===== config.mk =====
export PLATFORM = sky130hd
export DESIGN_NAME = dqr_cell
export DESIGN_NICKNAME = d
export VERILOG_FILES = /design/src/rtl/dqr_pkg.sv /design/src/rtl/dqr_cell.sv
export SDC_FILE = /design/constraint.sdc
export NUM_CORES = 1
export LEC_CHECK = 0
export ABC_AREA = 1
export BUFFER_PORTS_ARGS = -buffer_cell sky130_fd_sc_hd__buf_4
export CELL_PAD_IN_SITES_DETAIL_PLACEMENT = 0
export CELL_PAD_IN_SITES_GLOBAL_PLACEMENT = 2
export CORE_MARGIN = 2
export CORE_UTILIZATION = 23
export DETAILED_ROUTE_END_ITERATION = 12
export PLACE_DENSITY = 0.83
export SETUP_SLACK_MARGIN = 0.4
export SLEW_MARGIN = 0
export SYNTH_ARGS = -nofsm -noshare
export SYNTH_HDL_FRONTEND = slang
export SYNTH_SLANG_ARGS = --single-unit
export TNS_END_PERCENT = 10

===== constraint.sdc =====
create_clock -name clock -period 6.6 [get_ports clock]
set_clock_uncertainty 0.15 [all_clocks]
set_input_delay 1.65 -clock clock [delete_from_list [all_inputs] [get_ports clock]]
set_output_delay 1.65 -clock clock [all_outputs]
set_load 0.01 [all_outputs]

===== src/rtl/dqr_pkg.sv =====
// dqr_pkg: shared types, codes and helpers for the dns query id remap table
// used by dqr_cell, dqr_ctrl and dns_query_id_remap_table_top; no dependencies
`default_nettype none

package dqr_pkg;

   // table size default and slot index width covering every legal table size
   localparam int TABLE_SLOTS_DEF = 64;
   localparam int IDX_W           = 10;

   localparam int ID_W    = 16;
   localparam int ADDR_W  = 48;
   localparam int STAMP_W = 32;

   // id generator
   localparam logic [ID_W-1:0] LFSR_SEED = 16'hACE1;
   localparam logic [ID_W-1:0] LFSR_TAPS = 16'hB400;

   // request actions
   localparam logic [1:0] ACT_QUERY  = 2'd0;
   localparam logic [1:0] ACT_REPLY  = 2'd1;
   localparam logic [1:0] ACT_CANCEL = 2'd2;

   // retryable reply codes
   localparam logic [3:0] RCODE_SERVFAIL = 4'd2;
   localparam logic [3:0] RCODE_NOTIMP   = 4'd4;
   localparam logic [3:0] RCODE_REFUSED  = 4'd5;

   // result status codes
   localparam logic [2:0] STAT_NEW       = 3'd0;
   localparam logic [2:0] STAT_RETRY     = 3'd1;
   localparam logic [2:0] STAT_EMPTY     = 3'd2;
   localparam logic [2:0] STAT_DELIVER   = 3'd3;
   localparam logic [2:0] STAT_RETRYABLE = 3'd4;
   localparam logic [2:0] STAT_NO_MATCH  = 3'd5;
   localparam logic [2:0] STAT_CANCELLED = 3'd6;

   // kind of pass a search packet makes through the cell row
   typedef enum logic [1:0] {
      MODE_QUERY  = 2'd0,   // client match, free slot, oldest slot, candidate check
      MODE_LOOKUP = 2'd1,   // match by upstream id
      MODE_CAND   = 2'd2    // candidate id check only
   } mode_type;

   // search packet handed from cell to cell
   typedef struct packed {
      logic                valid;
      mode_type            mode;
      logic [ID_W-1:0]     key_id;
      logic [ADDR_W-1:0]   key_addr;
      logic [ID_W-1:0]     cand;
      logic                hit;
      logic [IDX_W-1:0]    hit_idx;
      logic [ID_W-1:0]     hit_up;
      logic [ID_W-1:0]     hit_cid;
      logic [ADDR_W-1:0]   hit_addr;
      logic                free_found;
      logic [IDX_W-1:0]    free_idx;
      logic [IDX_W-1:0]    old_idx;
      logic [STAMP_W-1:0]  old_time;
      logic                cand_used;
   } pkt_type;

   // slot write broadcast to every cell
   typedef struct packed {
      logic                en;
      logic                clear;
      logic [IDX_W-1:0]    idx;
      logic [ID_W-1:0]     up;
      logic [ID_W-1:0]     cid;
      logic [ADDR_W-1:0]   addr;
      logic [STAMP_W-1:0]  stamp;
   } wr_type;

   // one step of the galois id generator
   function automatic logic [ID_W-1:0] lfsr_step(input logic [ID_W-1:0] x);
      logic [ID_W-1:0] y;
      y = x >> 1;
      if (x[0]) begin
         y = y ^ LFSR_TAPS;
      end
      return y;
   endfunction

endpackage

`default_nettype wire


===== src/rtl/dqr_cell.sv =====
// dqr_cell: one table slot plus one stage of the search packet row
// depends on dqr_pkg (packet and write types)
`default_nettype none

module dqr_cell #(
   parameter int CELL_NUM = 0
) (
   input  wire logic             clock,
   input  wire logic             reset,
   input  wire dqr_pkg::pkt_type pkt_in,
   output dqr_pkg::pkt_type      pkt_out,
   input  wire dqr_pkg::wr_type  wr
);

   localparam logic [dqr_pkg::IDX_W-1:0] MY_IDX = dqr_pkg::IDX_W'(CELL_NUM);

   logic [dqr_pkg::ID_W-1:0]    up_ff;
   logic [dqr_pkg::ID_W-1:0]    cid_ff;
   logic [dqr_pkg::ADDR_W-1:0]  addr_ff;
   logic [dqr_pkg::STAMP_W-1:0] stamp_ff;
   dqr_pkg::pkt_type            pkt_ff;
   dqr_pkg::pkt_type            pkt_in_nx;
   logic                        live;
   logic                        hit_here;

   assign live = (up_ff != '0);

   // fold this slot into the passing packet
   always_comb begin
      pkt_in_nx = pkt_in;
      hit_here  = 1'b0;
      case (pkt_in.mode)
         dqr_pkg::MODE_QUERY: begin
            hit_here = live && (cid_ff == pkt_in.key_id) && (addr_ff == pkt_in.key_addr);
         end
         dqr_pkg::MODE_LOOKUP: begin
            hit_here = live && (up_ff == pkt_in.key_id);
         end
         default: begin
            hit_here = 1'b0;
         end
      endcase
      if (pkt_in.valid) begin
         // first match wins, its contents ride along
         if (!pkt_in.hit && hit_here) begin
            pkt_in_nx.hit      = 1'b1;
            pkt_in_nx.hit_idx  = MY_IDX;
            pkt_in_nx.hit_up   = up_ff;
            pkt_in_nx.hit_cid  = cid_ff;
            pkt_in_nx.hit_addr = addr_ff;
         end
         // candidate id already owned by a live slot
         if (live && (up_ff == pkt_in.cand)) begin
            pkt_in_nx.cand_used = 1'b1;
         end
         // first free slot, else oldest stamp not above now (last among equals)
         if (pkt_in.mode == dqr_pkg::MODE_QUERY && !pkt_in.free_found) begin
            if (!live) begin
               pkt_in_nx.free_found = 1'b1;
               pkt_in_nx.free_idx   = MY_IDX;
            end else if (stamp_ff <= pkt_in.old_time) begin
               pkt_in_nx.old_time = stamp_ff;
               pkt_in_nx.old_idx  = MY_IDX;
            end
         end
      end
   end

   // packet stage register
   always_ff @(posedge clock) begin
      if (reset) begin
         pkt_ff.valid <= 1'b0;
      end else begin
         pkt_ff.valid <= pkt_in_nx.valid;
      end
      pkt_ff.mode       <= pkt_in_nx.mode;
      pkt_ff.key_id     <= pkt_in_nx.key_id;
      pkt_ff.key_addr   <= pkt_in_nx.key_addr;
      pkt_ff.cand       <= pkt_in_nx.cand;
      pkt_ff.hit        <= pkt_in_nx.hit;
      pkt_ff.hit_idx    <= pkt_in_nx.hit_idx;
      pkt_ff.hit_up     <= pkt_in_nx.hit_up;
      pkt_ff.hit_cid    <= pkt_in_nx.hit_cid;
      pkt_ff.hit_addr   <= pkt_in_nx.hit_addr;
      pkt_ff.free_found <= pkt_in_nx.free_found;
      pkt_ff.free_idx   <= pkt_in_nx.free_idx;
      pkt_ff.old_idx    <= pkt_in_nx.old_idx;
      pkt_ff.old_time   <= pkt_in_nx.old_time;
      pkt_ff.cand_used  <= pkt_in_nx.cand_used;
   end

   assign pkt_out = pkt_ff;

   // slot contents; only the upstream id is cleared at reset
   always_ff @(posedge clock) begin
      if (reset) begin
         up_ff <= '0;
      end else if (wr.en && wr.idx == MY_IDX) begin
         up_ff <= wr.clear ? '0 : wr.up;
      end
      if (wr.en && !wr.clear && wr.idx == MY_IDX) begin
         cid_ff   <= wr.cid;
         addr_ff  <= wr.addr;
         stamp_ff <= wr.stamp;
      end
   end

endmodule

`default_nettype wire


Word-level counts from Yosys, hierarchy flattened. Index checks and enable logic that the tools add are counted.

Register bits: 340. Output and inout port bits: 228. Input bits: 354.

Muxes and demuxes: 9. Reductions and logical operators: 15. Equality and inequality tests: 5. $lt $le $gt $ge: 1.

Operator list (count): $mux 145 (1); $mux 91 (1); $mux 42 (2); $mux 53 (1); $eq 16x16->1 (3); $eq 48x48->1 (1); $le 32x32->1 (1); $mux 16 (1); $reduce_bool 16->1 (1); $mux 11 (1); $logic_not 10->1 (1); $logic_and 1x1->1 (9); $logic_not 1->1 (3); $eq 2x1->1 const B (1); $logic_not 2->1 (1); $pmux 1 s2 (1); $mux 1 (1).

Longest topological paths before layout.
Depth after elaboration: 7. Depth in mapped cells: 16. Depth with buffers taken out: 15.

Worst setup path after synthesis. OpenSTA, ideal clock, no wires.

Kind: in2reg. From: in wr[113] in the netlist's numbering. To: reg addr_ff[0] in the netlist's numbering (enable). Required time: 5899 ps. Stages on the path: 3. Buffers on the path: 0. Data arrival time: 6009 ps. Setup slack: -111 ps. Setup time: 551 ps. Cells stage by stage: nor4_1 > nand3_1 > nor2_1.

Word-level cells in the longest chain between the ends: 2.

RTL lines: from (decl) (line dqr_cell.sv:12) `input wire dqr_pkg::wr_type wr`; $logic_not 10->1 (line dqr_cell.sv:101) `if (wr.en && !wr.clear && wr.idx == MY_IDX) begin`; $logic_and 1x1->1 (line dqr_cell.sv:101); to (signal assigned) (line dqr_cell.sv:103) `addr_ff <= wr.addr;`; to (decl) (line dqr_cell.sv:19) `logic [dqr_pkg::ADDR_W-1:0] addr_ff;`.

Every way passes these cells. A chain may end at the register's enable or synchronous reset.

==> impl_metrics.toml <==
[floorplanning]
pin_count = 582
initial_core_util = 0.233
fp.dieH_um = 238
fp-row-count = 85
fp.coreArea_mm2 = 0.0539
die_w_um = 238
die-area_mm2 = 0.0566

[cells_and_area]
area_growth_pct = 51.5
multi_input_area_mm2 = 0.00405
final_nets = 2348
fillers = 5585
final-seq-area_mm2 = 0.00777
fin_cells = 2688
diodes = 0
drive_above_1_share = 0.341

[timing]
fin_tns_setup_ns = 0
fmax_mhz = 242
finalHoldViolCount = 0
finalCritPeriodShare = 0.627
maxSlewHeadroom = 0.131
setup_ws_ns = 2.46
holdWs_ns = 0.358
rsz0062_at_grt = "false"
setup_viol = 0
worst_pin_slew_ns = 1.30
slew_viol_final = 0
period_needed_ns = 4.14

[synth]
synth_common_cells = "nand2_1, dfxtp_1, inv_1, nand4_1, edfxtp_1"
yosysMostFrequentCell = "nand2_1"
synth_top_area_cell = "dfxtp_1"
synth_seq_cells = 340
yosysWarnings = 0
synthTopCellsByArea = "dfxtp_1, edfxtp_1, nand2_1"
synth_simple_gate_area_frac = 0.246
netlist_area_mm2 = 0.0126
synth_cells = 1378
synthFlopType = "dfxtp_1"
synth_nets = 1764
async_reset_ff_frac = 0
synth_top_family_by_area = "simple AND/OR/NAND/NOR gates"
synth_mux_area_frac = 0
synth_xor_area_frac = 0.0139
synth_edf_count = 96
synthAdderAreaFrac = 0.0318
synth_compound_area_frac = 0.0267
yosysTopAreaCellShare = 0.388
synth_area_per_cell_um2 = 9.13
synth.distinct_cells = 27
ys_seq_area_frac = 0.617

[setup_path]
reg2reg_depth = 11
end_kind = "flip-flop"
cp_common_cell = "nand2_1"
critical_path_arrival_ns = 4.41
crit_fanout = 52
r2r-start = "up_ff[1]"
critPathSlowestCell = "xnor2_1"
start_kind = "input port"
cp.required_ns = 6.87
cpPeakStageDelay_ns = 0.55
rrSetupSlack_ns = 3.28
crit_start = "pkt_in[161]"
r2r_end = "pkt_out[129]"
critPathKind = "input port to flip-flop"
crit_path_end = "pkt_out[133]"
crit_chain = "buf_4 > xnor2_1 > nand2_1 > nor2_1 > nand2_1 > nor2_1 > nand3_1 > nand2_4 > nand3_4 > buf_4 > nand2_1 > nand2_1"

[placement]
dpl.hpwl_um = 39100
place.gp.congestion = 0.825
pre_cts_ws_ns = 1.69
dpl.cell_count = 2616
portBuffers = 581

[clock_tree]
cts_hold_buffers = 0
numCtsBuffers = 40
clk_pin_slew_ns = 0.05
post-cts-setup-buffers = 0
cts_root_buffer = "clkbuf_16"
cts_tree = "yes"
clockBufferDepth = 3
cts_num_sinks = 340
clock_latency_ns = 0.54
cts_resized = 0
h-tree-depth = 2

[power]
total_leakage_power_nw = 9.34
power_mw = 4.96
power_density_mw_per_mm2 = 260
ir_drop_uv = 211

[worst_hold_path]
hold_class = "flip-flop to flip-flop"
whs_path_depth = 2

[routing]
route.detailed.drc = 0
drt_iter0_markers = 460
wl_per_cell_um = 18.7
wirelength_um = 50200
vias = 11400
drtAntennaViolNets = 0
first_pass_iters = 5
vias_per_cell = 4.23

[global_routing]
grt_usage = 0.172
grt_overflow_total = 0
grt_pass1_vias = 11800
grt_pass1_wl_um = 73000
grt_start_max_net_pins = 94
antenna_found_initial = 1

[job]
drv_cap = 0

[status]
status = "finished, final reports clean"
-- sequential cells by signal, summed over array words and instances (netlist names) --
signal	cells
cid_ff	16
addr_ff	48
stamp_ff	32
up_ff	16
pkt_out	228
-- worst max-delay path: cells and delay by family --
| family | cells | cell delay, ns |
|---|---|---|
| xor gates and xnor gates | 1 | 0.55 |
| buffers and inverters | 2 | 0.64 |
| and+or+nand+nor | 9 | 1.46 |
-- stage by stage --
step / utilization / instance area, um2
2_1_floorplan: - / 12600
3_3_place_gp: 0.329 / 17700
3_5_place_dp: 0.329 / 17700
4_1_cts: 0.354 / 19100
5_1_grt: 0.354 / 19100
6_report: 0.354 / 19100
-- logic make-up after synthesis --
kind of cell | after synthesis
buffers and inverters | 208
DFF | 340
AOI/OAI and AO/OA | 59
xor gates and xnor gates | 20
adders and majority gates | 32
and+or+nand+nor | 719
-- power by group --
group          switching [mW]  internal [mW]
registers              0.0245           2.22
logic                   0.213          0.266
clock network           0.883           1.35
-- worst min path at each step --
stage	startpoint	to	slack, ns
final	stamp_ff[4]	pkt_out[5]	0.36
after global placement	stamp_ff[3]	pkt_out[4]	0.34
after CTS	stamp_ff[3]	pkt_out[4]	0.36
after detailed placement	stamp_ff[1]	pkt_out[2]	0.35
after global routing	stamp_ff[11]	pkt_out[12]	0.39
after floorplan	stamp_ff[0]	pkt_out[1]	0.32
-- placed cells by master (no fill, tap or decap), types with 2 or more instances in the layout --
master / n
buf_4: 590
nand2_1: 458
dfxtp_1: 244
inv_1: 155
nand4_1: 97
edfxtp_1: 96
nor2_1: 78
nand3_1: 49
clkbuf_16: 45
a21oi_1: 32
ha_1: 32
or2_2: 17
xnor2_1: 15
a21boi_0: 11
clkbuf_1: 11
o21ai_0: 8
nor4_1: 8
clkbuf_8: 7
o22ai_1: 6
xor2_1: 5
clkinv_2: 5
inv_2: 4
nor2_4: 4
nor3_1: 3
o21bai_1: 2
-- per-layer routing --
layer / global-route usage / share of wire / up-vias
li1: - / - / 5604
met1: 0.208 / 0.41 / 5282
met2: 0.303 / 0.50 / 426
met3: 0.0405 / 0.069 / 66
met4: 0.0528 / 0.024 / 0
met5: 0 / 0 / -
-- area by class of cell --
type                            count  area share
Tap cell                          696      0.0457
Clock buffer                       63      0.0663
Clock inverter                      9     0.00381
Sequential cell                   340       0.407
Inverter                          159      0.0313
Multi-Input combinational cell    830       0.212
Timing Repair Buffer              591       0.233
Note: power is estimated with default switching activity, not from simulation.
