## src/rtl/dqr_pkg.sv

```systemverilog
// dqr_pkg: shared types, codes and helpers for the dns query id remap table
// used by dqr_cell, dqr_ctrl and dns_query_id_remap_table_top; no dependencies
`default_nettype none

package dqr_pkg;

   // table size default and slot index width covering every legal table size
   localparam int TABLE_SLOTS_DEF = 64;
   localparam int IDX_W           = 10;

   localparam int ID_W    = 16;
   localparam int ADDR_W  = 48;
   localparam int STAMP_W = 32;

   // id generator
   localparam logic [ID_W-1:0] LFSR_SEED = 16'hACE1;
   localparam logic [ID_W-1:0] LFSR_TAPS = 16'hB400;

   // request actions
   localparam logic [1:0] ACT_QUERY  = 2'd0;
   localparam logic [1:0] ACT_REPLY  = 2'd1;
   localparam logic [1:0] ACT_CANCEL = 2'd2;

   // retryable reply codes
   localparam logic [3:0] RCODE_SERVFAIL = 4'd2;
   localparam logic [3:0] RCODE_NOTIMP   = 4'd4;
   localparam logic [3:0] RCODE_REFUSED  = 4'd5;

   // result status codes
   localparam logic [2:0] STAT_NEW       = 3'd0;
   localparam logic [2:0] STAT_RETRY     = 3'd1;
   localparam logic [2:0] STAT_EMPTY     = 3'd2;
   localparam logic [2:0] STAT_DELIVER   = 3'd3;
   localparam logic [2:0] STAT_RETRYABLE = 3'd4;
   localparam logic [2:0] STAT_NO_MATCH  = 3'd5;
   localparam logic [2:0] STAT_CANCELLED = 3'd6;

   // kind of pass a search packet makes through the cell row
   typedef enum logic [1:0] {
      MODE_QUERY  = 2'd0,   // client match, free slot, oldest slot, candidate check
      MODE_LOOKUP = 2'd1,   // match by upstream id
      MODE_CAND   = 2'd2    // candidate id check only
   } mode_type;

   // search packet handed from cell to cell
   typedef struct packed {
      logic                valid;
      mode_type            mode;
      logic [ID_W-1:0]     key_id;
      logic [ADDR_W-1:0]   key_addr;
      logic [ID_W-1:0]     cand;
      logic                hit;
      logic [IDX_W-1:0]    hit_idx;
      logic [ID_W-1:0]     hit_up;
      logic [ID_W-1:0]     hit_cid;
      logic [ADDR_W-1:0]   hit_addr;
      logic                free_found;
      logic [IDX_W-1:0]    free_idx;
      logic [IDX_W-1:0]    old_idx;
      logic [STAMP_W-1:0]  old_time;
      logic                cand_used;
   } pkt_type;

   // slot write broadcast to every cell
   typedef struct packed {
      logic                en;
      logic                clear;
      logic [IDX_W-1:0]    idx;
      logic [ID_W-1:0]     up;
      logic [ID_W-1:0]     cid;
      logic [ADDR_W-1:0]   addr;
      logic [STAMP_W-1:0]  stamp;
   } wr_type;

   // one step of the galois id generator
   function automatic logic [ID_W-1:0] lfsr_step(input logic [ID_W-1:0] x);
      logic [ID_W-1:0] y;
      y = x >> 1;
      if (x[0]) begin
         y = y ^ LFSR_TAPS;
      end
      return y;
   endfunction

endpackage

`default_nettype wire

```

## src/rtl/dqr_ctrl.sv

```systemverilog
// dqr_ctrl: request sequencer, id generator, config register and result register
// depends on dqr_pkg; drives the head of the cell row and reads its tail
`default_nettype none

module dqr_ctrl (
   input  wire logic                          clock,
   input  wire logic                          reset,
   input  wire logic                          start,
   output logic                               busy,
   input  wire logic [1:0]                    req_action,
   input  wire logic [15:0]                   req_packet_id,
   input  wire logic [47:0]                   req_client_addr,
   input  wire logic                          req_recursion_desired,
   input  wire logic [3:0]                    req_rcode,
   input  wire logic [31:0]                   req_now,
   input  wire logic                          csr_valid,
   output logic                               csr_ready,
   input  wire logic                          csr_upstream_present,
   output logic                               rsp_valid,
   output logic [2:0]                         rsp_status,
   output logic [15:0]                        rsp_upstream_id,
   output logic [15:0]                        rsp_client_id,
   output logic [47:0]                        rsp_client_addr_out,
   output logic [5:0]                         rsp_slot,
   output logic                               rsp_evicted,
   output dqr_pkg::pkt_type                   pkt_head,
   input  wire dqr_pkg::pkt_type              pkt_tail,
   output dqr_pkg::wr_type                    wr
);

   typedef enum logic [2:0] {
      ST_IDLE  = 3'b001,
      ST_SCAN  = 3'b010,
      ST_CHECK = 3'b100
   } state_type;

   state_type                        state_ff, state_in;
   logic [1:0]                       act_ff, act_in;
   logic [15:0]                      pid_ff, pid_in;
   logic [47:0]                      addr_ff, addr_in;
   logic [3:0]                       rcode_ff, rcode_in;
   logic [31:0]                      now_ff, now_in;
   logic [15:0]                      cand_ff, cand_in;
   logic [15:0]                      lfsr_ff, lfsr_in;
   logic [dqr_pkg::IDX_W-1:0]        tgt_ff, tgt_in;
   logic                             evict_ff, evict_in;
   logic                             present_ff, present_in;
   logic                             rsp_valid_ff, rsp_valid_in;
   logic [2:0]                       rsp_status_ff, rsp_status_in;
   logic [15:0]                      rsp_up_ff, rsp_up_in;
   logic [15:0]                      rsp_cid_ff, rsp_cid_in;
   logic [47:0]                      rsp_addr_ff, rsp_addr_in;
   logic [5:0]                       rsp_slot_ff, rsp_slot_in;
   logic                             rsp_ev_ff, rsp_ev_in;
   logic                             commit_go;
   logic [dqr_pkg::IDX_W-1:0]        commit_idx;
   logic                             commit_ev;
   logic                             accept;

   assign busy      = (state_ff != ST_IDLE);
   assign accept    = start && !busy;
   assign csr_ready = 1'b1;

   // sequencer
   always_comb begin
      state_in      = state_ff;
      act_in        = act_ff;
      pid_in        = pid_ff;
      addr_in       = addr_ff;
      rcode_in      = rcode_ff;
      now_in        = now_ff;
      cand_in       = cand_ff;
      lfsr_in       = lfsr_ff;
      tgt_in        = tgt_ff;
      evict_in      = evict_ff;
      present_in    = csr_valid ? csr_upstream_present : present_ff;
      rsp_valid_in  = 1'b0;
      rsp_status_in = rsp_status_ff;
      rsp_up_in     = rsp_up_ff;
      rsp_cid_in    = rsp_cid_ff;
      rsp_addr_in   = rsp_addr_ff;
      rsp_slot_in   = rsp_slot_ff;
      rsp_ev_in     = rsp_ev_ff;
      commit_go     = 1'b0;
      commit_idx    = tgt_ff;
      commit_ev     = evict_ff;
      pkt_head      = '0;
      wr            = '0;

      case (state_ff)
         ST_IDLE: begin
            if (accept) begin
               act_in   = req_action;
               pid_in   = req_packet_id;
               addr_in  = req_client_addr;
               rcode_in = req_rcode;
               now_in   = req_now;
               if (req_action == dqr_pkg::ACT_QUERY &&
                   (!req_recursion_desired || !present_ff)) begin
                  // answered empty, table untouched
                  rsp_valid_in  = 1'b1;
                  rsp_status_in = dqr_pkg::STAT_EMPTY;
                  rsp_up_in     = '0;
                  rsp_cid_in    = req_packet_id;
                  rsp_addr_in   = req_client_addr;
                  rsp_slot_in   = '0;
                  rsp_ev_in     = 1'b0;
               end else if (req_action == dqr_pkg::ACT_QUERY) begin
                  // full query pass, first candidate id checked on the way
                  pkt_head.valid    = 1'b1;
                  pkt_head.mode     = dqr_pkg::MODE_QUERY;
                  pkt_head.key_id   = req_packet_id;
                  pkt_head.key_addr = req_client_addr;
                  pkt_head.cand     = dqr_pkg::lfsr_step(lfsr_ff);
                  pkt_head.old_time = req_now;
                  cand_in           = dqr_pkg::lfsr_step(lfsr_ff);
                  state_in          = ST_SCAN;
               end else if (req_action == dqr_pkg::ACT_REPLY ||
                            req_action == dqr_pkg::ACT_CANCEL) begin
                  pkt_head.valid  = 1'b1;
                  pkt_head.mode   = dqr_pkg::MODE_LOOKUP;
                  pkt_head.key_id = req_packet_id;
                  state_in        = ST_SCAN;
               end else begin
                  // unused action
                  rsp_valid_in  = 1'b1;
                  rsp_status_in = dqr_pkg::STAT_NO_MATCH;
                  rsp_up_in     = '0;
                  rsp_cid_in    = '0;
                  rsp_addr_in   = '0;
                  rsp_slot_in   = '0;
                  rsp_ev_in     = 1'b0;
               end
            end
         end

         ST_SCAN: begin
            if (pkt_tail.valid) begin
               state_in = ST_IDLE;
               if (act_ff == dqr_pkg::ACT_QUERY) begin
                  if (pkt_tail.hit) begin
                     // retry of a live slot
                     rsp_valid_in  = 1'b1;
                     rsp_status_in = dqr_pkg::STAT_RETRY;
                     rsp_up_in     = pkt_tail.hit_up;
                     rsp_cid_in    = pkt_tail.hit_cid;
                     rsp_addr_in   = pkt_tail.hit_addr;
                     rsp_slot_in   = pkt_tail.hit_idx[5:0];
                     rsp_ev_in     = 1'b0;
                  end else begin
                     commit_idx = pkt_tail.free_found ? pkt_tail.free_idx : pkt_tail.old_idx;
                     commit_ev  = !pkt_tail.free_found;
                     tgt_in     = commit_idx;
                     evict_in   = commit_ev;
                     if (!pkt_tail.cand_used) begin
                        commit_go = 1'b1;
                     end else begin
                        pkt_head.valid = 1'b1;
                        pkt_head.mode  = dqr_pkg::MODE_CAND;
                        pkt_head.cand  = dqr_pkg::lfsr_step(cand_ff);
                        cand_in        = dqr_pkg::lfsr_step(cand_ff);
                        state_in       = ST_CHECK;
                     end
                  end
               end else begin
                  rsp_valid_in = 1'b1;
                  rsp_ev_in    = 1'b0;
                  if (!pkt_tail.hit) begin
                     rsp_status_in = dqr_pkg::STAT_NO_MATCH;
                     rsp_up_in     = '0;
                     rsp_cid_in    = '0;
                     rsp_addr_in   = '0;
                     rsp_slot_in   = '0;
                  end else begin
                     rsp_up_in   = pkt_tail.hit_up;
                     rsp_cid_in  = pkt_tail.hit_cid;
                     rsp_addr_in = pkt_tail.hit_addr;
                     rsp_slot_in = pkt_tail.hit_idx[5:0];
                     if (act_ff == dqr_pkg::ACT_REPLY &&
                         (rcode_ff inside {dqr_pkg::RCODE_SERVFAIL, dqr_pkg::RCODE_NOTIMP,
                                           dqr_pkg::RCODE_REFUSED})) begin
                        rsp_status_in = dqr_pkg::STAT_RETRYABLE;
                     end else begin
                        // deliver or cancel: free the slot
                        rsp_status_in = (act_ff == dqr_pkg::ACT_REPLY) ?
                                        dqr_pkg::STAT_DELIVER : dqr_pkg::STAT_CANCELLED;
                        wr.en    = 1'b1;
                        wr.clear = 1'b1;
                        wr.idx   = pkt_tail.hit_idx;
                     end
                  end
               end
            end
         end

         ST_CHECK: begin
            if (pkt_tail.valid) begin
               if (!pkt_tail.cand_used) begin
                  commit_go = 1'b1;
               end else begin
                  pkt_head.valid = 1'b1;
                  pkt_head.mode  = dqr_pkg::MODE_CAND;
                  pkt_head.cand  = dqr_pkg::lfsr_step(cand_ff);
                  cand_in        = dqr_pkg::lfsr_step(cand_ff);
               end
            end
         end

         default: begin
            state_in = ST_IDLE;
         end
      endcase

      // take the chosen slot with the unused candidate id
      if (commit_go) begin
         state_in      = ST_IDLE;
         lfsr_in       = cand_ff;
         wr.en         = 1'b1;
         wr.clear      = 1'b0;
         wr.idx        = commit_idx;
         wr.up         = cand_ff;
         wr.cid        = pid_ff;
         wr.addr       = addr_ff;
         wr.stamp      = now_ff;
         rsp_valid_in  = 1'b1;
         rsp_status_in = dqr_pkg::STAT_NEW;
         rsp_up_in     = cand_ff;
         rsp_cid_in    = pid_ff;
         rsp_addr_in   = addr_ff;
         rsp_slot_in   = commit_idx[5:0];
         rsp_ev_in     = commit_ev;
      end
   end

   // control registers
   always_ff @(posedge clock) begin
      if (reset) begin
         state_ff     <= ST_IDLE;
         lfsr_ff      <= dqr_pkg::LFSR_SEED;
         present_ff   <= 1'b1;
         rsp_valid_ff <= 1'b0;
      end else begin
         state_ff     <= state_in;
         lfsr_ff      <= lfsr_in;
         present_ff   <= present_in;
         rsp_valid_ff <= rsp_valid_in;
      end
   end

   // request and result payload
   always_ff @(posedge clock) begin
      act_ff        <= act_in;
      pid_ff        <= pid_in;
      addr_ff       <= addr_in;
      rcode_ff      <= rcode_in;
      now_ff        <= now_in;
      cand_ff       <= cand_in;
      tgt_ff        <= tgt_in;
      evict_ff      <= evict_in;
      rsp_status_ff <= rsp_status_in;
      rsp_up_ff     <= rsp_up_in;
      rsp_cid_ff    <= rsp_cid_in;
      rsp_addr_ff   <= rsp_addr_in;
      rsp_slot_ff   <= rsp_slot_in;
      rsp_ev_ff     <= rsp_ev_in;
   end

   assign rsp_valid           = rsp_valid_ff;
   assign rsp_status          = rsp_status_ff;
   assign rsp_upstream_id     = rsp_up_ff;
   assign rsp_client_id       = rsp_cid_ff;
   assign rsp_client_addr_out = rsp_addr_ff;
   assign rsp_slot            = rsp_slot_ff;
   assign rsp_evicted         = rsp_ev_ff;

`ifndef ASSERT_OFF
   // a result only follows an accepted request or a finished pass
   a_rsp_cause: assert property (@(posedge clock) disable iff (reset)
      rsp_valid_ff |-> ($past(accept) || $past(busy)))
      else $error("result without a request in progress");

   // the tail of the row only carries a packet while a pass is pending
   a_tail_state: assert property (@(posedge clock) disable iff (reset)
      pkt_tail.valid |-> (state_ff == ST_SCAN || state_ff == ST_CHECK))
      else $error("search packet out of the row while idle");

   // slot writes happen only when a pass has finished
   a_wr_tail: assert property (@(posedge clock) disable iff (reset)
      wr.en |-> pkt_tail.valid)
      else $error("slot write without a finished pass");

   // a new slot never gets the free marker as its id
   a_new_id: assert property (@(posedge clock) disable iff (reset)
      (rsp_valid_ff && rsp_status_ff == dqr_pkg::STAT_NEW) |-> (rsp_up_ff != '0))
      else $error("new slot given id zero");

   // id generator never locks up at zero
   a_lfsr_live: assert property (@(posedge clock) disable iff (reset)
      lfsr_ff != '0)
      else $error("id generator reached zero");
`endif

endmodule

`default_nettype wire
```

## config.mk

```make
export PLATFORM = sky130hd
export DESIGN_NAME = dqr_ctrl
export DESIGN_NICKNAME = d
export VERILOG_FILES = /design/src/rtl/dqr_pkg.sv /design/src/rtl/dqr_ctrl.sv
export SDC_FILE = /design/constraint.sdc
export NUM_CORES = 1
export LEC_CHECK = 0
export BUFFER_PORTS_ARGS = -buffer_cell sky130_fd_sc_hd__buf_4
export CAP_MARGIN = 20
export CORE_AREA = 3 3 304 306
export CTS_CLUSTER_DIAMETER = 40
export CTS_CLUSTER_SIZE = 20
export DETAILED_ROUTE_END_ITERATION = 8
export DIE_AREA = 0 0 307 309
export GPL_ROUTABILITY_DRIVEN = 0
export PLACE_DENSITY = 0.33
export SKIP_LAST_GASP = 1
export SYNTH_ARGS = -nofsm -noshare
export SYNTH_HDL_FRONTEND = slang
export SYNTH_SLANG_ARGS = --single-unit
```

## constraint.sdc

```tcl
create_clock -name clock -period 6.54 [get_ports clock]
set_input_delay 0.654 -clock clock [delete_from_list [all_inputs] [get_ports clock]]
set_output_delay 0.654 -clock clock [all_outputs]
set_load 0.01 [all_outputs]
```

Word level (Yosys, flattened, before mapping)
Index checks and enable logic that the tools add are counted.

Register bits: 240. Input port bits: 336. Output and inout port bits: 445. Logic and storage cells: 198.

Eq/ne operators: 26. Multiplexer cells: 130. Bitwise operators: 3. Reductions and logical operators: 21.

Operators by type and width (number): 16-bit 2-to-1 mux (31); 48-bit 2-to-1 mux (9); 83-bit 2-to-1 mux (2); 32-bit 2-to-1 mux (4); 64-bit 2-to-1 mux (2); 124-bit 2-to-1 mux (1); 16-bit case mux with 3 select lines (2); 48-bit case mux with 2 select lines (1); 3-bit 2-to-1 mux (23); 16-bit case mux with 2 select lines (2); 12-bit 2-to-1 mux (5); 6-bit 2-to-1 mux (9); 10-bit 2-to-1 mux (5); 19-bit 2-to-1 mux (2); 1-bit 2-to-1 mux (25); 3-bit inequality test, second input constant (6); 3-bit case mux with 3 select lines (2); 2-bit inequality test, second input constant (7); 4-bit inequality test, second input constant (3); 6-bit case mux with 2 select lines (1); 6-bit AND reduction (2); 3-bit nonzero test (3); 4-bit by 3-bit equality test with 1-bit output, second input constant (2); 3-bit inverter with 4-bit output (2); 19 further kinds (29).

Depth between registers and ports, before layout
Gate-level depths: netlist of run 1.

Depth after elaboration: 9. Depth in mapped cells: 8. Gate-level depth less buffers: 6.

Worst setup path after synthesis of run 1
OpenSTA, ideal clock, no wires.

Path type: input port to flip-flop. Start: input pkt_tail[227] (netlist name). End: register rsp_addr_ff[0] (netlist: rsp_client_addr_out[0]), enable pin. Library setup time: 562 ps. Arrival time: 5827 ps. Data required time: 5978 ps. Setup slack: 152 ps. Cell stages on the path: 7. Path buffers: 4. Cell sequence: buf_2 -> nor2b_1 -> buf_2 -> nand2_2 -> buf_6 -> buf_6 -> a21oi_1.

Longest elaborated chain between the ends: 4. Elaborated cells on any way between the ends: 10. Those cells by class: eq/ne: 5; mux: 3; reduce/logical: 2.

RTL lines: start, declared (RTL line dqr_ctrl.sv:27) `input wire dqr_pkg::pkt_type pkt_tail,`; 1-bit 2-to-1 mux (on tied branches) (RTL line dqr_ctrl.sv:197, dqr_ctrl.sv:138); 1-bit case mux with 2 select lines (RTL line dqr_ctrl.sv:90) `case (state_ff)`; 4-bit inequality test (no line), or another cell as far along; 6-bit AND reduction (no line) (*); end signal, assigned (RTL line dqr_ctrl.sv:263) `rsp_addr_ff <= rsp_addr_in;`; end, declared (RTL line dqr_ctrl.sv:52) `logic [47:0] rsp_addr_ff, rsp_addr_in;`.

Mark *: on every way between the ends. The rest lies on a longest branch, timed or not. A chain may end at the register's enable or synchronous reset.

==> results.ini, run 1 <==
[power]
p_leak_uw = 0.00875
irDropWorstVdd_v = 0.000150
power.density_mw_per_mm2 = 360

[floorplan]
initial_utilization_pct = 13.4
core_mm2 = 0.0899
fp-row-count = 110
ios = 781
die-area_mm2 = 0.0949
die_h_um = 309
die_x_um = 307

[synthesis]
synth_mux_area_share_pct = 3.13
ys_warn_count = 0
synth.ff_latch_count = 240
synth_top_area_share_pct = 51.1
syn_area_mm2 = 0.0121
synth_area_leaders = edfxtp_1 (51%), buf_4 (7.3%), dfxtp_1 (5.8%), and3_1 (5.6%), and2_1 (5.1%)
synth-compound-area-share_pct = 14.5
yosys.area_share.xor_xnor_pct = 0.436
synth-simple-area-share_pct = 13.6
synth_top_family_by_area = compound AO/OA/AOI/OAI gates
synth-edff-count = 205
yosys_most_used_dff = edfxtp_1
yosys.area.top_type = edfxtp_1
synth_fa_ha_area_share_pct = 0.208
syn_area_per_cell_um2 = 12.1
synth_seq_area_share_pct = 56.9
async_flop_share_pct = 0
synthCells = 1000
synth_cell_types = 59

[run]
maxCapViolations = 0

[worst_setup_path]
slowest_stage = buf_4
worstSetupStartpointType = flop
r2r_slack_ps = 2780
reg2reg_from = state_ff[1]
rr_worst_depth = 5
crit_top_cell = buf_4
crit_arrival_ps = 3580
critPathMaxFanout = 61
worstSetupPathType = reg -> out
slowest_delay_ps = 670
endpoint_kind = output pin
path_cells = nor3b_4 -> a21o_4 -> buf_4 -> and3_1 -> buf_4
cp.required_ps = 5890
reg2reg_to = rsp_client_id[15]

[clocking]
clkTransAtPathRegs_ps = 40
postCtsHoldBufs = 0
htreeDepth = 3
clock-root-buffer = clkbuf_16
cts_tree = done
cts_setup_buffers = 0
cts-resized-gates = 0
clkSinkCount = 240
clk_latency_ps = 590
cts_buffer_depth = 3
numCtsBuffers = 71

[route]
wl_mm = 55.8
drtPass1Iterations = 4
wire_per_inst_um = 20.0
viasPerCell = 3.60
num_vias = 10000
antenna_left = 0
drt_first_iter_violations = 390
drc = 0

[place]
dp_hpwl_mm = 39.7
io_buffers = 552
placed_area_mm2 = 0.0170

[grt]
grt_max_degree = 67
grt_pass1_vias = 10300
grt_use_total_pct = 11.1
overflow = 0
antenna_found_initial = 1
grt_pass1_wl_mm = 76.7

[finish]
drive_gt1_share_pct = 44.0
design_area_mm2 = 0.0194
finalNetCount = 1900
final_cell_mix = buf_4 (564), edfxtp_1 (205), conb_1 (114)
num-fill-cells = 9783
mostFrequentLayoutCell = buf_4
multi_input_area_mm2 = 0.00431
antenna_cells = 0
ff_latch_area_mm2 = 0.00686
syn_to_final_growth_pct = 60.8

[hold_path]
hold_depth = 1
hold_path.class = in -> reg
min-delay-start = req_client_addr[7]
worst_hold_path.endpoint = addr_ff[7]

[timing]
hold_ws_ps = 261
maxSlewViolCount = 0
period_share_pct = 64.7
max_freq_ghz = 0.236
worst_slew_margin_rel_pct = 37.3
grt_setup_unrepaired = no
finalClockSkew_ps = 31.6
setup_viol = 0
final_hold_viol_count = 0
tightestPinTransition_ps = 939
tns_ps = 0
finalCriticalPeriod_ps = 4230

[status]
status = finished, final reports clean

routing by layer:
| metal | global-route usage (%) | share of wire (%) |
|---|---|---|
| met5 | 0 | 0 |
| met4 | 3.79 | 2.6 |
| met3 | 3.80 | 8.0 |
| met2 | 19.4 | 50 |
| met1 | 12.8 | 40 |
metrics by stage:
step                util [%]  cells  setup slack [ps]  power, uW
floorplan                  -   1112               152       2930
global placement        18.9   2664              2400       3650
detailed placement      18.9   2665              2420       3660
CTS                     21.6   2794              2090       7160
global route            21.6   2794              2010       7330
finish                  21.6   2794              2310       6980
Yosys cell counts (4+ instances only):
library cell	number
mux2i_1	13
a21oi_1	14
o21ai_0	13
o22ai_1	5
clkbuf_2	6
buf_6	6
o21bai_1	64
inv_1	30
nor2b_1	4
buf_2	24
nand2_1	12
o2bb2ai_1	16
mux2_2	22
clkbuf_1	32
and2_1	98
and3_1	107
xnor2_1	6
buf_4	118
a22o_1	13
dfxtp_1	35
a211o_1	9
a22oi_1	65
nand3_1	14
edfxtp_1	205
a21o_1	17
nor2_1	4
final cells by class:
cell class,instances,share of cell area (%)
Timing Repair Buffer,566,22.0
Clock buffer,90,9.70
Clock inverter,39,2.45
Sequential cell,240,35.4
Inverter,31,0.613
Tap cell,1176,7.59
Multi-Input combinational cell,652,22.3
state kept, by name (all words and copies together), names as in the netlist, 2 cells and up:
register             flops
act_ff                   2
addr_ff                 48
cand_ff                 16
lfsr_ff                 16
now_ff                  32
pid_ff                  16
rcode_ff                 4
rsp_client_addr_out     48
rsp_client_id           16
rsp_slot                 6
rsp_status               3
rsp_upstream_id         16
state_ff                 3
tgt_ff                  10
logic make-up (layout without fill, tap and decap cells):
family / Yosys count / in the layout
mux: 35 / 35
xor+xnor: 6 / 6
simple gates: 262 / 262
flops: 240 / 240
compound gates: 233 / 233
other cells: 2 / 114
fa+ha+maj: 2 / 2
buf+inv: 220 / 726
critical path: cells and delay by family, from the launching register on:
| family | cells | cell delay (ps) |
|---|---|---|
| simple gates | 2 | 950 |
| buf+inv | 2 | 820 |
| compound gates | 1 | 600 |
| flops | 1 | 520 |
how the worst max path moves through the flow:
stage	start	to	slack, ps	depth (start not counted)
global placement	pkt_tail[144]	rsp_client_addr_out[45]	2400	6
CTS	state_ff[1]	wr[101]	2090	5
detailed placement	pkt_tail[144]	rsp_client_addr_out[47]	2420	6
floorplan	pkt_tail[227]	rsp_client_addr_out[0]	150	7
global route	state_ff[1]	wr[98]	2010	6
finish	state_ff[1]	wr[33]	2310	5
power by group:
group / internal (uW) / switching [uW]
Combinational: 507 / 796
Sequential: 2160 / 109
Clock: 2370 / 1040
Total: 5040 / 1940
Note: power is estimated with default switching activity, not from simulation.
==> run 2: changes to the inputs <==
- ABC_AREA: default -> 1
- CORE_AREA: 3 3 304 306 -> 3 3 301 303
- DIE_AREA: 0 0 307 309 -> 0 0 304 306
- PLACE_DENSITY: 0.33 -> 0.34
- clock period: 6.54 -> 3.7 ns (I/O delays scaled with it)
==> results.ini, run 2 <==
[timing]
setup_viol = 0  ; unchanged
tns_ps = 0  ; unchanged
grt_setup_unrepaired = no  ; unchanged
worst_slew_margin_rel_pct = 43.0  ; was 37.3%
finalCriticalPeriod_ps = 3460
final_hold_viol_count = 0  ; unchanged
max_freq_ghz = 0.289
period_share_pct = 93.6
tightestPinTransition_ps = 855  ; was 939 ps
finalClockSkew_ps = 15.4  ; was 31.6 ps
maxSlewViolCount = 0  ; unchanged

[floorplan]
initial_utilization_pct = 14.2  ; was 13.4%
ios = 781  ; unchanged
die_x_um = 304  ; was 307 um
core_mm2 = 0.0882  ; was 0.0899 mm2
die_h_um = 306  ; was 309 um
fp-row-count = 109  ; was 110
die-area_mm2 = 0.0930  ; was 0.0949 mm2

[worst_setup_path]
endpoint_kind = output pin  ; unchanged
path_cells = dlygate4sd3_1 -> buf_4 -> inv_1 -> ha_1 -> nand3_1 -> nor2_1 -> nand2_4 -> buf_12 -> nor2_1 -> buf_4  ; was nor3b_4 -> a21o_4 -> buf_4 -> and3_1 -> buf_4
critPathLaunch = req_action[0]  ; was state_ff[1]
cp.required_ps = 3330  ; was 5890 ps
reg2reg_from = state_ff[1]  ; unchanged
worstSetupPathType = in -> out  ; was reg -> out
path_buf_inv = 5  ; was 2
cp_top_family = buffers and inverters  ; was simple AND/OR/NAND/NOR gates
cp-endpoint = pkt_head[10]  ; was wr[33]
reg2reg_to = rsp_slot[4]  ; was rsp_client_id[15]
critPathMaxFanout = 50  ; was 61
slowest_stage = dlygate4sd3_1  ; was buf_4
rr_worst_depth = 8  ; was 5
cp_num_cells = 10  ; was 5
crit_arrival_ps = 3090  ; was 3580 ps
slowest_delay_ps = 640  ; was 670 ps
r2r_slack_ps = 1220  ; was 2780 ps
worstSetupStartpointType = primary input  ; was flop

[finish]
mostFrequentLayoutCell = buf_4  ; unchanged
finalNetCount = 2470  ; was 1900
drive_gt1_share_pct = 31.6  ; was 44.0%
design_area_mm2 = 0.0210  ; was 0.0194 mm2
final_cell_mix = buf_4 (568), inv_1 (244), nand2_1 (233)  ; was buf_4 (564), edfxtp_1 (205), conb_1 (114)
layout.cells.non_filler = 3351  ; was 2794
syn_to_final_growth_pct = 67.0  ; was 60.8%

[grt]
antenna_found_initial = 3  ; was 1
grt_pass1_vias = 12300  ; was 10300
overflow = 0  ; unchanged
grt_max_degree = 132  ; was 67
grt_use_total_pct = 11.9  ; was 11.1%
grt_pass1_wl_mm = 82.7  ; was 76.7 mm

[synthesis]
synth_top_cells_by_count = inv_1 (244), nand2_1 (236), nor2_1 (219)  ; was edfxtp_1 (205), buf_4 (118), and3_1 (107)
yosys_most_used_dff = edfxtp_1  ; unchanged
async_flop_share_pct = 0  ; unchanged
yosys.area.top_type = edfxtp_1  ; unchanged
synth_cell_types = 33  ; was 59
synth.ff_latch_count = 240  ; unchanged
ys_warn_count = 0  ; unchanged
synth_area_leaders = edfxtp_1 (49%), inv_1 (7.3%), nand2_1 (7.1%), buf_4 (7.0%), nor2_1 (6.5%)  ; was edfxtp_1 (51%), buf_4 (7.3%), dfxtp_1 (5.8%), and3_1 (5.6%), and2_1 (5.1%)
synth_seq_area_share_pct = 54.6  ; was 56.9%
synth-edff-count = 205  ; unchanged
synthCells = 1462  ; was 1000
syn_area_mm2 = 0.0126  ; was 0.0121 mm2
yosysMostFrequentCell = inv_1  ; was edfxtp_1
synth_top_area_share_pct = 49.0  ; was 51.1%
syn_area_per_cell_um2 = 8.59  ; was 12.1 um2

[clocking]
cts_buffer_depth = 3  ; unchanged
cts_tree = done  ; unchanged
clk_latency_ps = 580  ; was 590 ps
clkSinkCount = 240  ; unchanged
htreeDepth = 3  ; unchanged
cts_setup_buffers = 0  ; unchanged
clock-root-buffer = clkbuf_16  ; unchanged
clkTransAtPathRegs_ps = 40  ; about the same
postCtsHoldBufs = 105  ; was 0
cts-resized-gates = 0  ; unchanged
numCtsBuffers = 66  ; was 71

[route]
wl_mm = 57.5  ; was 55.8 mm
num_vias = 12100  ; was 10000
drc = 0  ; unchanged
drt_first_iter_violations = 748  ; was 390
drtPass1Iterations = 5  ; was 4
antenna_left = 0  ; unchanged
wire_per_inst_um = 17.2  ; was 20.0 um
viasPerCell = 3.63  ; was 3.60

[power]
intPower_uw = 9150  ; was 5040 uW
p_leak_uw = 0.00995  ; was 0.00875 uW
clock_power_share_pct = 45.7  ; was 48.8%
power_switching_share_pct = 29.6  ; was 27.8%
switching_power_uw = 3860  ; was 1940 uW
power.density_mw_per_mm2 = 620  ; was 360 mW/mm2
seq_power_share_pct = 31.9  ; was 32.5%
irDropWorstVdd_v = 0.000315  ; was 0.000150 V
pwr-share-comb_pct = 22.4  ; was 18.7%

[place]
dp_hpwl_mm = 42.1  ; was 39.7 mm
placed_area_mm2 = 0.0176  ; was 0.0170 mm2
placed_cells = 3124  ; was 2665
io_buffers = 552  ; unchanged

[run]
maxCapViolations = 0  ; unchanged

[hold_path]
hold_path.class = in -> reg  ; unchanged
hold_depth = 3  ; was 1

[status]
status = finished, final reports clean  ; unchanged

## run 2: cell families after synthesis
kind of cell / synth area share (%)
AO/OA/AOI/OAI: 8.95
AND/OR/NAND/NOR: 18.0
other: 0.0598
adder cells (fa/ha/maj): 0.199
XOR/XNOR: 0.418
buffers and inverters: 17.5
multiplexers: 0.239
flip-flops: 54.6
## run 2: cell type report
class                      count  area [um2]
tap                         1165        1460
timing repair buffer         681        5470
clock buffer                  77        1710
multi-input combinational    897        3980
antenna                        2        5.00
sequential                   240        6860
inverter                     246         923
clock inverter                43         569
fill                        9651       67300
## run 2: power groups by stage
stage / Clock (uW) / Sequential, uW / Combinational [uW]
floorplan: 0 / 4370 / 1070
global route: 6310 / 4220 / 3210
CTS: 6150 / 4160 / 3030
global placement: 0 / 4190 / 2940
detailed placement: 0 / 4200 / 2930
finish: 5950 / 4150 / 2920
## run 2: worst min path at each step
stage,from,to,slack (ps)
6_report,pkt_tail[0],state_ff[2],120
5_1_grt,pkt_tail[0],state_ff[2],100
4_1_cts,pkt_tail[0],state_ff[2],80
3_5_place_dp,tgt_ff[9],tgt_ff[9],440
3_3_place_gp,tgt_ff[0],tgt_ff[0],430
2_1_floorplan,tgt_ff[0],tgt_ff[0],420
## run 2: routing by layer
layer	GRT usage, %	wire length, um
met1	13.9	23200
met2	20.3	27600
met3	3.85	4980
met4	4.44	1710
met5	0	25
## run 2: worst min-delay path, cell delays in order
cell and delay [ps]:
buf_4 130, nand3_1 70, a21oi_1 60
## run 2: stage by stage
| step | total power [uW] | hold slack (ps) | utilization [%] | setup slack, ps |
|---|---|---|---|---|
| after floorplan | 5440 | 416 | - | 215 |
| after detailed placement | 7120 | 436 | 20.0 | 865 |
| final | 13000 | 116 | 23.8 | 237 |
| after CTS | 13300 | 76.1 | 23.8 | 244 |
| after global placement | 7130 | 433 | 20.0 | 883 |
| after global routing | 13700 | 98.5 | 23.8 | 119 |
==> run 3: changes to the inputs <==
==> constraint.sdc (replaced) <==
create_clock -name clock -period 3.7 [get_ports clock]
set_input_delay 0 -clock clock [delete_from_list [all_inputs] [get_ports clock]]
set_output_delay 0 -clock clock [all_outputs]
set_load 0.01 [all_outputs]
==> results.ini, run 3 (synthesis results as in run 2) <==
[power]
switching_power_uw = 3930  ; was 3860 uW
seq_power_share_pct = 31.9  ; about the same
p_leak_uw = 0.0104  ; was 0.00995 uW
power.total_uw = 13000  ; about the same
power_switching_share_pct = 30.3  ; was 29.6%
power.density_mw_per_mm2 = 585  ; was 620 mW/mm2
clock_power_share_pct = 44.8  ; was 45.7%
intPower_uw = 9070  ; was 9150 uW
pwr-share-comb_pct = 23.3  ; was 22.4%
irDropWorstVdd_v = 0.000257  ; was 0.000315 V

[timing]
worst_slew_margin_rel_pct = 32.0  ; was 43.0%
setup_ws_ps = 609  ; was 237 ps
setup_viol = 0  ; unchanged
final_hold_viol_count = 0  ; unchanged
maxSlewViolCount = 0  ; unchanged
tns_ps = 0  ; unchanged
finalCriticalPeriod_ps = 3090  ; was 3460 ps
period_share_pct = 83.5  ; was 93.6%
max_freq_ghz = 0.324  ; was 0.289 GHz
tightestPinTransition_ps = 1020  ; was 855 ps
finalClockSkew_ps = 30.6  ; was 15.4 ps
grt_setup_unrepaired = no  ; unchanged

[grt]
grt_pass1_wl_mm = 84.3  ; was 82.7 mm
grt_pass1_vias = 12800  ; was 12300
grt_max_degree = 113  ; was 132
overflow = 0  ; unchanged
antenna_found_initial = 6  ; was 3
grt_use_total_pct = 12.0  ; was 11.9%

[route]
drtPass1Iterations = 5  ; unchanged
antenna_left = 0  ; unchanged
drt_first_iter_violations = 743  ; was 748
viasPerCell = 3.62  ; was 3.63
wire_per_inst_um = 16.8  ; was 17.2 um
drc = 0  ; unchanged
wl_mm = 58.5  ; was 57.5 mm
num_vias = 12600  ; was 12100

[finish]
drive_gt1_share_pct = 30.2  ; was 31.6%
post-route-util_pct = 25.2  ; was 23.8%
multi_input_area_mm2 = 0.00398  ; unchanged
finalNetCount = 2598  ; was 2470
ff_latch_area_mm2 = 0.00686  ; unchanged
mostFrequentLayoutCell = buf_4  ; unchanged
syn_to_final_growth_pct = 76.9  ; was 67.0%
final_cell_mix = buf_4 (573), inv_1 (244), nand2_1 (233)  ; was buf_4 (568), inv_1 (244), nand2_1 (233)
num-fill-cells = 9653  ; was 9651

[floorplan]
die_x_um = 304  ; unchanged
core_mm2 = 0.0882  ; unchanged
die-area_mm2 = 0.0930  ; unchanged
initial_utilization_pct = 14.2  ; unchanged
fp-row-count = 109  ; unchanged
die_h_um = 306  ; unchanged
ios = 781  ; unchanged

[place]
dp_hpwl_mm = 42.8  ; was 42.1 mm
dp_slack_ps = 1070  ; was 865 ps
io_buffers = 552  ; unchanged

[clocking]
clkSinkCount = 240  ; unchanged
cts_buffer_depth = 3  ; unchanged
clk_latency_ps = 590  ; was 580 ps
clock-root-buffer = clkbuf_16  ; unchanged
htreeDepth = 3  ; unchanged
numCtsBuffers = 66  ; unchanged
cts_tree = done  ; unchanged
clkTransAtPathRegs_ps = 40  ; about the same
cts_setup_buffers = 0  ; unchanged

[worst_setup_path]
worstSetupPathType = reg -> out  ; was in -> out
cp.required_ps = 3700  ; was 3330 ps
reg2reg_from = state_ff[1]  ; unchanged
crit_arrival_ps = 3090  ; about the same
worstSetupStartpointType = flop  ; was primary input
critPathLaunch = state_ff[2]  ; was req_action[0]
endpoint_kind = output pin  ; unchanged
r2r_slack_ps = 1100  ; was 1220 ps
critPathMaxFanout = 30  ; was 50

[status]
status = finished, final reports clean  ; unchanged

[run]
maxCapViolations = 0  ; unchanged

[hold_path]
hold_path.class = in -> reg  ; unchanged
min-delay-start = pkt_tail[227]  ; was pkt_tail[0]

run 3: changes by cell type in the layout (fill, tap and decap cells not counted), moves of 2 or more:
| cell | previous run | this run |
|---|---|---|
| buf_4 | 568 | 573 |
| bufinv_16 | 13 | 10 |
| clkinv_1 | 14 | 12 |
| clkinv_16 | 0 | 2 |
| clkinvlp_4 | 1 | 4 |
| dlygate4sd3_1 | 105 | 229 |
| inv_6 | 3 | 1 |
run 3: final cells by class:
| type | instances | share of cell area (%) |
|---|---|---|
| well taps | 1165 | 6.56 |
| flip-flops and latches | 240 | 30.9 |
| repair buffers | 809 | 30.3 |
| inverters | 246 | 4.16 |
| multi-input cells | 897 | 17.9 |
| diodes | 3 | 0.0338 |
| clock inverters | 43 | 2.53 |
| clock buffers | 76 | 7.65 |
run 3: power by group through the flow:
stage | Clock, uW | Sequential (uW) | Combinational (uW)
after global placement | 0 | 4200 | 2920
after detailed placement | 0 | 4200 | 2910
after global routing | 6160 | 4230 | 3320
after CTS | 6030 | 4170 | 3120
after floorplan | 0 | 4370 | 1070
final | 5820 | 4150 | 3030
run 3: metal layers:
layer  wire, um  up-vias  track usage (%)
li1           -     6075                -
met1      23100     5825             13.9
met2      28100      587             20.5
met3       5430      103             4.41
met4       1760        4             4.33
met5         27        -                0
run 3: worst paths after layout:
path / end / cells after the start
worst max register to register: rsp_client_addr_out[12] / 9
worst max-delay path: pkt_head[148] / 9
worst min register to register: tgt_ff[0] / 2
worst min-delay path: state_ff[1] / 4
run 3: worst max-delay path: stages (launching register included):
cell and delay [ps]:
dfxtp_1 470, nor2_2 100, nand2_2 160, nand2_2 110
buf_4 240, nand3_1 470, clkinv_1 440, nand3_1 150
o21ai_0 160, buf_4 220
run 3: timing repair:
item,CTS,global route
endpoints found under the setup margin,0,0
resized for setup,0,0
endpoints found under the hold margin,210,0
hold buffers,229,0
run 3: per-stage QoR:
stage | instances | hold WS (ps) | cell area (um2)
3_5_place_dp | 3128 | 183 | 17700
6_report | 3479 | 72.8 | 22200
2_1_floorplan | 1574 | 69.4 | 13000
3_3_place_gp | 3128 | 181 | 17700
5_1_grt | 3478 | 32.1 | 22200
4_1_cts | 3476 | 6.70 | 22200
